==> src/rtl/toma_pkg.sv <==
// Shared types and constants of the three-axis offset moving average core.
`timescale 1ns / 1ps

package toma_pkg;

  localparam int unsigned SampleW = 16;
  localparam int unsigned SumW    = 24;
  localparam int unsigned AddrW   = 5;
  localparam int unsigned DataW   = 32;

  typedef enum logic [2:0] {
    REG_OFFSET_X    = 3'd0,
    REG_OFFSET_Y    = 3'd1,
    REG_OFFSET_Z    = 3'd2,
    REG_Z_LOWEST    = 3'd3,
    REG_Z_HIGHEST   = 3'd4
  } reg_idx_e;

  typedef struct packed {
    logic signed [SampleW-1:0] x_ofs;
    logic signed [SampleW-1:0] y_ofs;
    logic signed [SampleW-1:0] z_ofs;
    logic signed [SampleW-1:0] z_lowest;
    logic signed [SampleW-1:0] z_highest;
  } cfg_t;

endpackage

==> src/rtl/toma_cfg.sv <==
// Configuration register file with its APB-style access port.
`timescale 1ns / 1ps

module toma_cfg (
  input  logic                       clk_i,
  input  logic                       rst_ni,
  input  logic                       psel,
  input  logic                       penable,
  input  logic                       pwrite,
  input  logic [toma_pkg::AddrW-1:0] paddr,
  input  logic [toma_pkg::DataW-1:0] pwdata,
  output logic [toma_pkg::DataW-1:0] prdata,
  output logic                       pready,
  output toma_pkg::cfg_t             cfg_o
);
  import toma_pkg::*;

  cfg_t        cfg_q;
  cfg_t        cfg_d;
  logic        wr_en;
  logic [2:0]  idx;

  assign idx   = paddr[4:2];
  assign wr_en = psel && penable && pwrite;
  assign pready = 1'b1;

  always_comb begin
    cfg_d = cfg_q;
    if (wr_en) begin
      unique case (idx)
        REG_OFFSET_X:  cfg_d.x_ofs     = pwdata[SampleW-1:0];
        REG_OFFSET_Y:  cfg_d.y_ofs     = pwdata[SampleW-1:0];
        REG_OFFSET_Z:  cfg_d.z_ofs     = pwdata[SampleW-1:0];
        REG_Z_LOWEST:  cfg_d.z_lowest  = pwdata[SampleW-1:0];
        REG_Z_HIGHEST: cfg_d.z_highest = pwdata[SampleW-1:0];
        default: ;
      endcase
    end
  end

  always_comb begin
    unique case (idx)
      REG_OFFSET_X:  prdata = {{(DataW-SampleW){1'b0}}, cfg_q.x_ofs};
      REG_OFFSET_Y:  prdata = {{(DataW-SampleW){1'b0}}, cfg_q.y_ofs};
      REG_OFFSET_Z:  prdata = {{(DataW-SampleW){1'b0}}, cfg_q.z_ofs};
      REG_Z_LOWEST:  prdata = {{(DataW-SampleW){1'b0}}, cfg_q.z_lowest};
      REG_Z_HIGHEST: prdata = {{(DataW-SampleW){1'b0}}, cfg_q.z_highest};
      default:       prdata = '0;
    endcase
  end

  always_ff @(posedge clk_i or negedge rst_ni) begin
    if (!rst_ni) begin
      cfg_q.x_ofs     <= '0;
      cfg_q.y_ofs     <= '0;
      cfg_q.z_ofs     <= '0;
      cfg_q.z_lowest  <= 16'sh8000;
      cfg_q.z_highest <= 16'sh7fff;
    end else begin
      cfg_q <= cfg_d;
    end
  end

  assign cfg_o = cfg_q;

endmodule

==> src/rtl/toma_lane.sv <==
// One axis lane: offset correction, ring buffer, running sum and division by the window.
`timescale 1ns / 1ps

module toma_lane #(
  parameter int unsigned WINDOW = 16
) (
  input  logic                                clk_i,
  input  logic                                rst_ni,
  input  logic                                accept_i,
  input  logic signed [toma_pkg::SampleW-1:0] sample_i,
  input  logic signed [toma_pkg::SampleW-1:0] offset_i,
  output logic signed [toma_pkg::SampleW-1:0] average_o
);
  import toma_pkg::*;

  localparam int unsigned SlotW   = $clog2(WINDOW);
  localparam int unsigned ShiftW  = SumW - 1 + $clog2(WINDOW);
  localparam int unsigned RecipW  = SumW;
  localparam int unsigned ProdW   = SumW - 1 + RecipW;
  localparam longint unsigned Recip = ((64'd1 << ShiftW) + WINDOW - 1) / WINDOW;
  localparam logic [RecipW-1:0] RecipC = RecipW'(Recip);

  logic [SampleW-1:0] ring_mem [WINDOW];
  logic [SampleW-1:0] rd_q;
  logic               rd_vld_q;
  logic [WINDOW-1:0]  vld_q;
  logic [SlotW-1:0]   slot_q;
  logic [SlotW-1:0]   slot_d;
  logic [SlotW-1:0]   slot_next;
  logic [SlotW-1:0]   rd_addr;
  logic [SumW-1:0]    sum_q;
  logic [SumW-1:0]    sum_d;
  logic [SampleW:0]   diff;
  logic [SampleW-1:0] corr;
  logic [SampleW-1:0] old;
  logic [SumW-1:0]    neg_sum;
  logic [SumW-2:0]    mag;
  logic [ProdW-1:0]   prod;
  logic [SampleW:0]   quo;
  logic [SampleW:0]   quo_s;

  assign diff = {sample_i[SampleW-1], sample_i} - {offset_i[SampleW-1], offset_i};
  always_comb begin
    if (diff[SampleW] != diff[SampleW-1]) begin
      corr = diff[SampleW] ? {1'b1, {(SampleW-1){1'b0}}} : {1'b0, {(SampleW-1){1'b1}}};
    end else begin
      corr = diff[SampleW-1:0];
    end
  end

  assign old       = rd_vld_q ? rd_q : '0;
  assign slot_next = (slot_q == SlotW'(WINDOW - 1)) ? '0 : slot_q + 1'b1;
  assign slot_d    = accept_i ? slot_next : slot_q;
  assign rd_addr   = slot_d;
  assign sum_d     = accept_i
                   ? sum_q + {{(SumW-SampleW){corr[SampleW-1]}}, corr}
                           - {{(SumW-SampleW){old[SampleW-1]}}, old}
                   : sum_q;

  always_ff @(posedge clk_i) begin
    if (accept_i) begin
      ring_mem[slot_q] <= corr;
    end
    rd_q <= ring_mem[rd_addr];
  end

  always_ff @(posedge clk_i or negedge rst_ni) begin
    if (!rst_ni) begin
      vld_q    <= '0;
      rd_vld_q <= 1'b0;
      slot_q   <= '0;
      sum_q    <= '0;
    end else begin
      if (accept_i) begin
        vld_q[slot_q] <= 1'b1;
      end
      rd_vld_q <= vld_q[rd_addr];
      slot_q   <= slot_d;
      sum_q    <= sum_d;
    end
  end

  assign neg_sum = '0 - sum_q;
  assign mag     = sum_q[SumW-1] ? neg_sum[SumW-2:0] : sum_q[SumW-2:0];
  assign prod    = ProdW'(mag) * ProdW'(RecipC);
  assign quo     = prod[ShiftW +: SampleW+1];
  assign quo_s   = sum_q[SumW-1] ? ((SampleW+1)'(0) - quo) : quo;

  assign average_o = quo_s[SampleW-1:0];

endmodule

==> src/rtl/toma_merge.sv <==
// Output stage that joins the lane averages and the fault flag into one result.
`timescale 1ns / 1ps

module toma_merge (
  input  logic                                clk_i,
  input  logic                                rst_ni,
  input  logic                                fresh_i,
  input  logic signed [toma_pkg::SampleW-1:0] avg_x_i,
  input  logic signed [toma_pkg::SampleW-1:0] avg_y_i,
  input  logic signed [toma_pkg::SampleW-1:0] avg_z_i,
  input  toma_pkg::cfg_t                      cfg_i,
  input  logic                                out_stall_i,
  output logic                                take_o,
  output logic                                out_valid_o,
  output logic signed [toma_pkg::SampleW-1:0] average_x_o,
  output logic signed [toma_pkg::SampleW-1:0] average_y_o,
  output logic signed [toma_pkg::SampleW-1:0] average_z_o,
  output logic                                calibration_fault_o
);
  import toma_pkg::*;

  logic                      vld_q;
  logic signed [SampleW-1:0] ax_q;
  logic signed [SampleW-1:0] ay_q;
  logic signed [SampleW-1:0] az_q;
  logic                      fault_q;
  logic                      fault;
  logic                      room;

  assign room   = !vld_q || !out_stall_i;
  assign take_o = room;
  assign fault  = (cfg_i.z_ofs > cfg_i.z_highest) || (cfg_i.z_ofs < cfg_i.z_lowest);

  always_ff @(posedge clk_i or negedge rst_ni) begin
    if (!rst_ni) begin
      vld_q <= 1'b0;
    end else if (room) begin
      vld_q <= fresh_i;
    end
  end

  always_ff @(posedge clk_i) begin
    if (room && fresh_i) begin
      ax_q    <= avg_x_i;
      ay_q    <= avg_y_i;
      az_q    <= avg_z_i;
      fault_q <= fault;
    end
  end

  assign out_valid_o         = vld_q;
  assign average_x_o         = ax_q;
  assign average_y_o         = ay_q;
  assign average_z_o         = az_q;
  assign calibration_fault_o = fault_q;

endmodule

==> src/rtl/three_axis_offset_moving_average_core.sv <==
// Top level of the three-axis offset-corrected moving average core.
// Each input transaction carries one X, Y and Z sample. Each axis has its own
// lane that subtracts the calibration offset with saturation, replaces the
// oldest ring entry and updates a running sum; X and Y average over WINDOW_XY
// samples and Z over WINDOW_Z. One result transaction follows every input
// transaction, carrying the three averages and the calibration fault flag.
// Both channels use valid and stall; configuration is written over the APB
// port, which is always ready and should only be used while the core is idle.
// out_valid_o rises when the result moves from the lane sum register into the
// output register, and the core takes one transaction per cycle while the
// receiver does not stall: the lane sum register and the output register form
// a two-stage pipeline, and the reciprocal multiply of each lane sits between them.
// While the receiver stalls, a result waits in the output register and one more
// transaction can be taken into the sum stage; after that in_stall_o rises.
// Reset zeroes the ring valid flags, sums and slot pointers and loads the register
// defaults; empty ring entries count as zero, so the averages ramp up from zero.
`timescale 1ns / 1ps

module three_axis_offset_moving_average_core #(
  parameter int unsigned WINDOW_XY = 16,
  parameter int unsigned WINDOW_Z  = 16
) (
  input  logic                                clk_i,
  input  logic                                rst_ni,
  input  logic                                psel,
  input  logic                                penable,
  input  logic                                pwrite,
  input  logic [toma_pkg::AddrW-1:0]          paddr,
  input  logic [toma_pkg::DataW-1:0]          pwdata,
  output logic [toma_pkg::DataW-1:0]          prdata,
  output logic                                pready,
  input  logic                                in_valid_i,
  output logic                                in_stall_o,
  input  logic signed [toma_pkg::SampleW-1:0] sample_x_i,
  input  logic signed [toma_pkg::SampleW-1:0] sample_y_i,
  input  logic signed [toma_pkg::SampleW-1:0] sample_z_i,
  output logic                                out_valid_o,
  input  logic                                out_stall_i,
  output logic signed [toma_pkg::SampleW-1:0] average_x_o,
  output logic signed [toma_pkg::SampleW-1:0] average_y_o,
  output logic signed [toma_pkg::SampleW-1:0] average_z_o,
  output logic                                calibration_fault_o
);
  import toma_pkg::*;

  cfg_t                      cfg;
  logic                      fresh_q;
  logic                      fresh_d;
  logic                      take;
  logic                      accept;
  logic signed [SampleW-1:0] avg_x;
  logic signed [SampleW-1:0] avg_y;
  logic signed [SampleW-1:0] avg_z;

  assign in_stall_o = fresh_q && !take;
  assign accept     = in_valid_i && !in_stall_o;

  always_comb begin
    priority if (accept) begin
      fresh_d = 1'b1;
    end else if (take) begin
      fresh_d = 1'b0;
    end else begin
      fresh_d = fresh_q;
    end
  end

  always_ff @(posedge clk_i or negedge rst_ni) begin
    if (!rst_ni) begin
      fresh_q <= 1'b0;
    end else begin
      fresh_q <= fresh_d;
    end
  end

  toma_cfg u_cfg (
    .clk_i   (clk_i),
    .rst_ni  (rst_ni),
    .psel    (psel),
    .penable (penable),
    .pwrite  (pwrite),
    .paddr   (paddr),
    .pwdata  (pwdata),
    .prdata  (prdata),
    .pready  (pready),
    .cfg_o   (cfg)
  );

  toma_lane #(.WINDOW(WINDOW_XY)) u_lane_x (
    .clk_i     (clk_i),
    .rst_ni    (rst_ni),
    .accept_i  (accept),
    .sample_i  (sample_x_i),
    .offset_i  (cfg.x_ofs),
    .average_o (avg_x)
  );

  toma_lane #(.WINDOW(WINDOW_XY)) u_lane_y (
    .clk_i     (clk_i),
    .rst_ni    (rst_ni),
    .accept_i  (accept),
    .sample_i  (sample_y_i),
    .offset_i  (cfg.y_ofs),
    .average_o (avg_y)
  );

  toma_lane #(.WINDOW(WINDOW_Z)) u_lane_z (
    .clk_i     (clk_i),
    .rst_ni    (rst_ni),
    .accept_i  (accept),
    .sample_i  (sample_z_i),
    .offset_i  (cfg.z_ofs),
    .average_o (avg_z)
  );

  toma_merge u_merge (
    .clk_i               (clk_i),
    .rst_ni              (rst_ni),
    .fresh_i             (fresh_q),
    .avg_x_i             (avg_x),
    .avg_y_i             (avg_y),
    .avg_z_i             (avg_z),
    .cfg_i               (cfg),
    .out_stall_i         (out_stall_i),
    .take_o              (take),
    .out_valid_o         (out_valid_o),
    .average_x_o         (average_x_o),
    .average_y_o         (average_y_o),
    .average_z_o         (average_z_o),
    .calibration_fault_o (calibration_fault_o)
  );

endmodule
==> config.mk <==
export PLATFORM = sky130hd
export DESIGN_NAME = three_axis_offset_moving_average_core
export DESIGN_NICKNAME = d
export VERILOG_FILES = /design/src/rtl/toma_pkg.sv /design/src/rtl/toma_cfg.sv /design/src/rtl/toma_lane.sv /design/src/rtl/toma_merge.sv /design/src/rtl/three_axis_offset_moving_average_core.sv
export SDC_FILE = /design/constraint.sdc
export NUM_CORES = 2
export LEC_CHECK = 0
export BUFFER_PORTS_ARGS = -buffer_cell sky130_fd_sc_hd__clkbuf_2
export CAP_MARGIN = 20
export CORE_ASPECT_RATIO = 1.5
export CORE_UTILIZATION = 60
export DETAILED_ROUTE_END_ITERATION = 12
export PLACE_DENSITY = 0.77
export SKIP_LAST_GASP = 1
export SYNTH_ARGS = -nofsm -noshare
export SYNTH_HDL_FRONTEND = slang
export SYNTH_SLANG_ARGS = --single-unit
==> constraint.sdc <==
create_clock -name clk_i -period 7.78 [get_ports clk_i]
set_input_delay 0.778 -clock clk_i [delete_from_list [all_inputs] [get_ports clk_i]]
set_output_delay 0.778 -clock clk_i [all_outputs]
set_load 0.05 [all_outputs]
==> results.py <==
metrics = {
    "timing": {
        "setup_slack_ps": 422,
        "holdWs_ps": 94.3,
        "slew_headroom_pct": 19.1,
        "fin_worst_skew_ps": 32.4,
        "setup_violations": 0,
        "rsz0062_at_grt": "true",
        "tightestPinTransition_ps": 1210,
        "fin_crit_ps": 7360,
        "finalHoldViolCount": 0,
        "fmaxAchievable_mhz": 136,
        "maxSlewViolCount": 0,
        "finalCritPeriodShare_pct": 94.6,
    },
    "clocking": {
        "cts.sinks": 1082,
        "htreeDepth": 3,
        "clk-insertion-delay-late_ps": 680,
        "cts_hold_buf": 0,
        "post_cts_resized": 0,
        "cts_buffer_depth": 3,
        "clk_pin_slew_ps": 60,
        "post-cts-setup-buffers": 0,
        "cts_buffers": 95,
        "root_buffer": "clkbuf_16",
        "cts_tree": "built",
    },
    "layout": {
        "multi_input_area_sq_um": 18700,
        "ff_latch_area_sq_um": 30900,
        "n_antenna_cell": 0,
        "final_common_cell": "edfxtp_1",
        "final_cell_mix": "edfxtp_1 (817), nand2_1 (596), dfrtp_1 (201), inv_1 (199), o21ai_0 (194)",
        "nets": 4385,
        "syn_to_final_growth_pct": 11.2,
        "fin_cells": 5248,
        "fillerInstances": 5694,
        "drive_gt1_share_pct": 17.2,
    },
    "routing": {
        "drc": 0,
        "first_pass_iters": 7,
        "drt_wl_total_mm": 125,
        "num_vias": 32574,
        "viasPerCell": 6.21,
        "first_iter_violations": 3224,
        "ant_nets": 0,
        "wl_per_cell_um": 23.8,
    },
    "yosys": {
        "syn_area_per_cell_sq_um": 13.2,
        "synth_flop_cell": "edfxtp_1",
        "yosysSeqAreaShare_pct": 60.8,
        "synth-edff-count": 817,
        "synthCells": 3864,
        "ys_ff_latch": 1082,
        "synth-async-reset-ratio_pct": 20.1,
        "ys.warnings.count": 0,
        "ys_types": 73,
        "syn_area_sq_um": 50900,
    },
    "placement": {
        "preCtsSetupSlack_ps": 201,
        "portBuffers": 140,
        "dp_hpwl_mm": 78.9,
        "gp_congestion": 0.934,
        "place_inst": 5063,
    },
    "critical_path": {
        "worst_ep_arrival_time_ps": 7950,
        "r2r.worst_path.cells": 26,
        "crit_family": "compound AO/OA/AOI/OAI gates",
        "path_max_fanout": 10,
        "required_ps": 8370,
        "crit_type": "reg2reg",
        "cpMostUsedCell": "ha_1",
        "endpoint_kind": "flop",
        "cp-start-kind": "flop",
        "critPathSlowestCell": "a21boi_0",
        "cp_slowest_stage_delay_ps": 550,
        "path_buf_inv": 2,
        "worst-path-stages": 26,
    },
    "grt": {
        "grt_use_met2_pct": 51.4,
        "grtUsageMet3_pct": 3.78,
        "grt_pass1_wl_mm": 188,
        "grt.overflow.total": 0,
        "grt_max_degree": 147,
        "global_route.peak_usage_layer": "met2",
        "antenna_found_initial": 0,
        "grt_use_met1_pct": 35.8,
        "grt_pass1_vias": 32232,
        "track_usage_pct": 29.4,
    },
    "die": {
        "boundaryPins": 176,
        "core_sq_um": 83900,
        "chipHeight_um": 359,
        "fp.dieW_um": 240,
        "start_util_pct": 60.6,
        "row_count": 130,
        "dieArea_sq_um": 86000,
    },
    "job": {
        "maxCapViolCount": 0,
    },
    "outcome": {
        "status": "finished, final reports clean",
    },
    "min_path": {
        "hp-class": "in2async",
    },
}
==> Yosys cell counts, types with 18 or more instances <==
cell	n	area (sq um)
nor2_1	82	308
o21a_1	23	173
edfxtp_1	817	24500
nor3_1	32	160
a21o_1	65	488
a311oi_1	58	508
mux2_2	38	428
mux4_2	153	3450
xor2_1	67	587
clkbuf_1	144	541
fa_1	72	1440
inv_1	200	751
nand2_1	597	2240
and2_1	59	369
a22oi_1	30	225
nor2b_1	21	131
a21oi_1	107	536
dfrtp_1	201	5030
nand2b_1	19	119
buf_1	19	71.3
a31oi_1	50	313
o21ai_0	217	1090
nand3_1	110	551
ha_1	174	2180
o22ai_1	18	113
or2_2	55	344
dfxtp_1	48	961
and3_1	79	494
xnor2_1	80	701
==> sequential cells by signal, summed over array words and instances, names as in the netlist, 16 cells and up <==
name,flops
u_merge.average_z_o,16
u_lane_x.sum_q,24
u_lane_x.ring_mem,256
u_merge.average_y_o,16
u_lane_z.vld_q,16
u_merge.average_x_o,16
u_lane_x.vld_q,16
u_cfg.cfg_o,80
u_lane_x.rd_q,16
u_lane_z.ring_mem,256
u_lane_z.rd_q,16
u_lane_y.sum_q,24
u_lane_y.rd_q,16
u_lane_y.ring_mem,256
u_lane_y.vld_q,16
u_lane_z.sum_q,24
==> cell type report <==
type / instances / share of cell area [%]
well taps: 1122 / 2.48
multi-input cells: 2411 / 33.0
flip-flops and latches: 1082 / 54.7
repair buffers: 254 / 3.09
clock buffers: 115 / 4.51
clock inverters: 61 / 0.891
inverters: 203 / 1.35
==> worst paths after layout <==
kind | from | endpoint | slack (ps)
max reg2reg | u_cfg.cfg_o[33] | u_lane_z.sum_q[23] | 420
min | rst_ni | u_lane_y.sum_q[19] | 90
min reg2reg | u_lane_z.vld_q[0] | u_lane_z.vld_q[0] | 460
min in group clk_i | out_stall_i | u_merge.out_valid_o | 390
max | u_cfg.cfg_o[33] | u_lane_z.sum_q[23] | 420
max in group asynchronous | rst_ni | u_cfg.cfg_o[39] | 6340
==> cell families after synthesis <==
family / share of synthesized area (%)
adder cells (fa/ha/maj): 7.11
multiplexers: 7.81
AO/OA/AOI/OAI: 8.45
flip-flops: 60.8
buffers and inverters: 2.99
other: 0.0148
XOR/XNOR: 2.53
AND/OR/NAND/NOR: 10.3
==> metal layers <==
metal,up-vias,routed length (um)
met1,16168,45200
li1,14578,-
met4,0,6300
met2,1467,64400
met3,361,8930
met5,-,0
==> metrics by stage <==
| stage | utilization, % | instance area, sq um | setup TNS [ps] |
|---|---|---|---|
| floorplan | - | 51000 | 0 |
| global placement | 63.5 | 53300 | -56.2 |
| detailed placement | 63.5 | 53300 | 0 |
| CTS | 67.2 | 56400 | 0 |
| global route | 67.4 | 56600 | -94.0 |
| finish | 67.4 | 56600 | 0 |
Power is not shown: default switching activity piles up to over one toggle a cycle in this logic, so the estimate is an artifact.
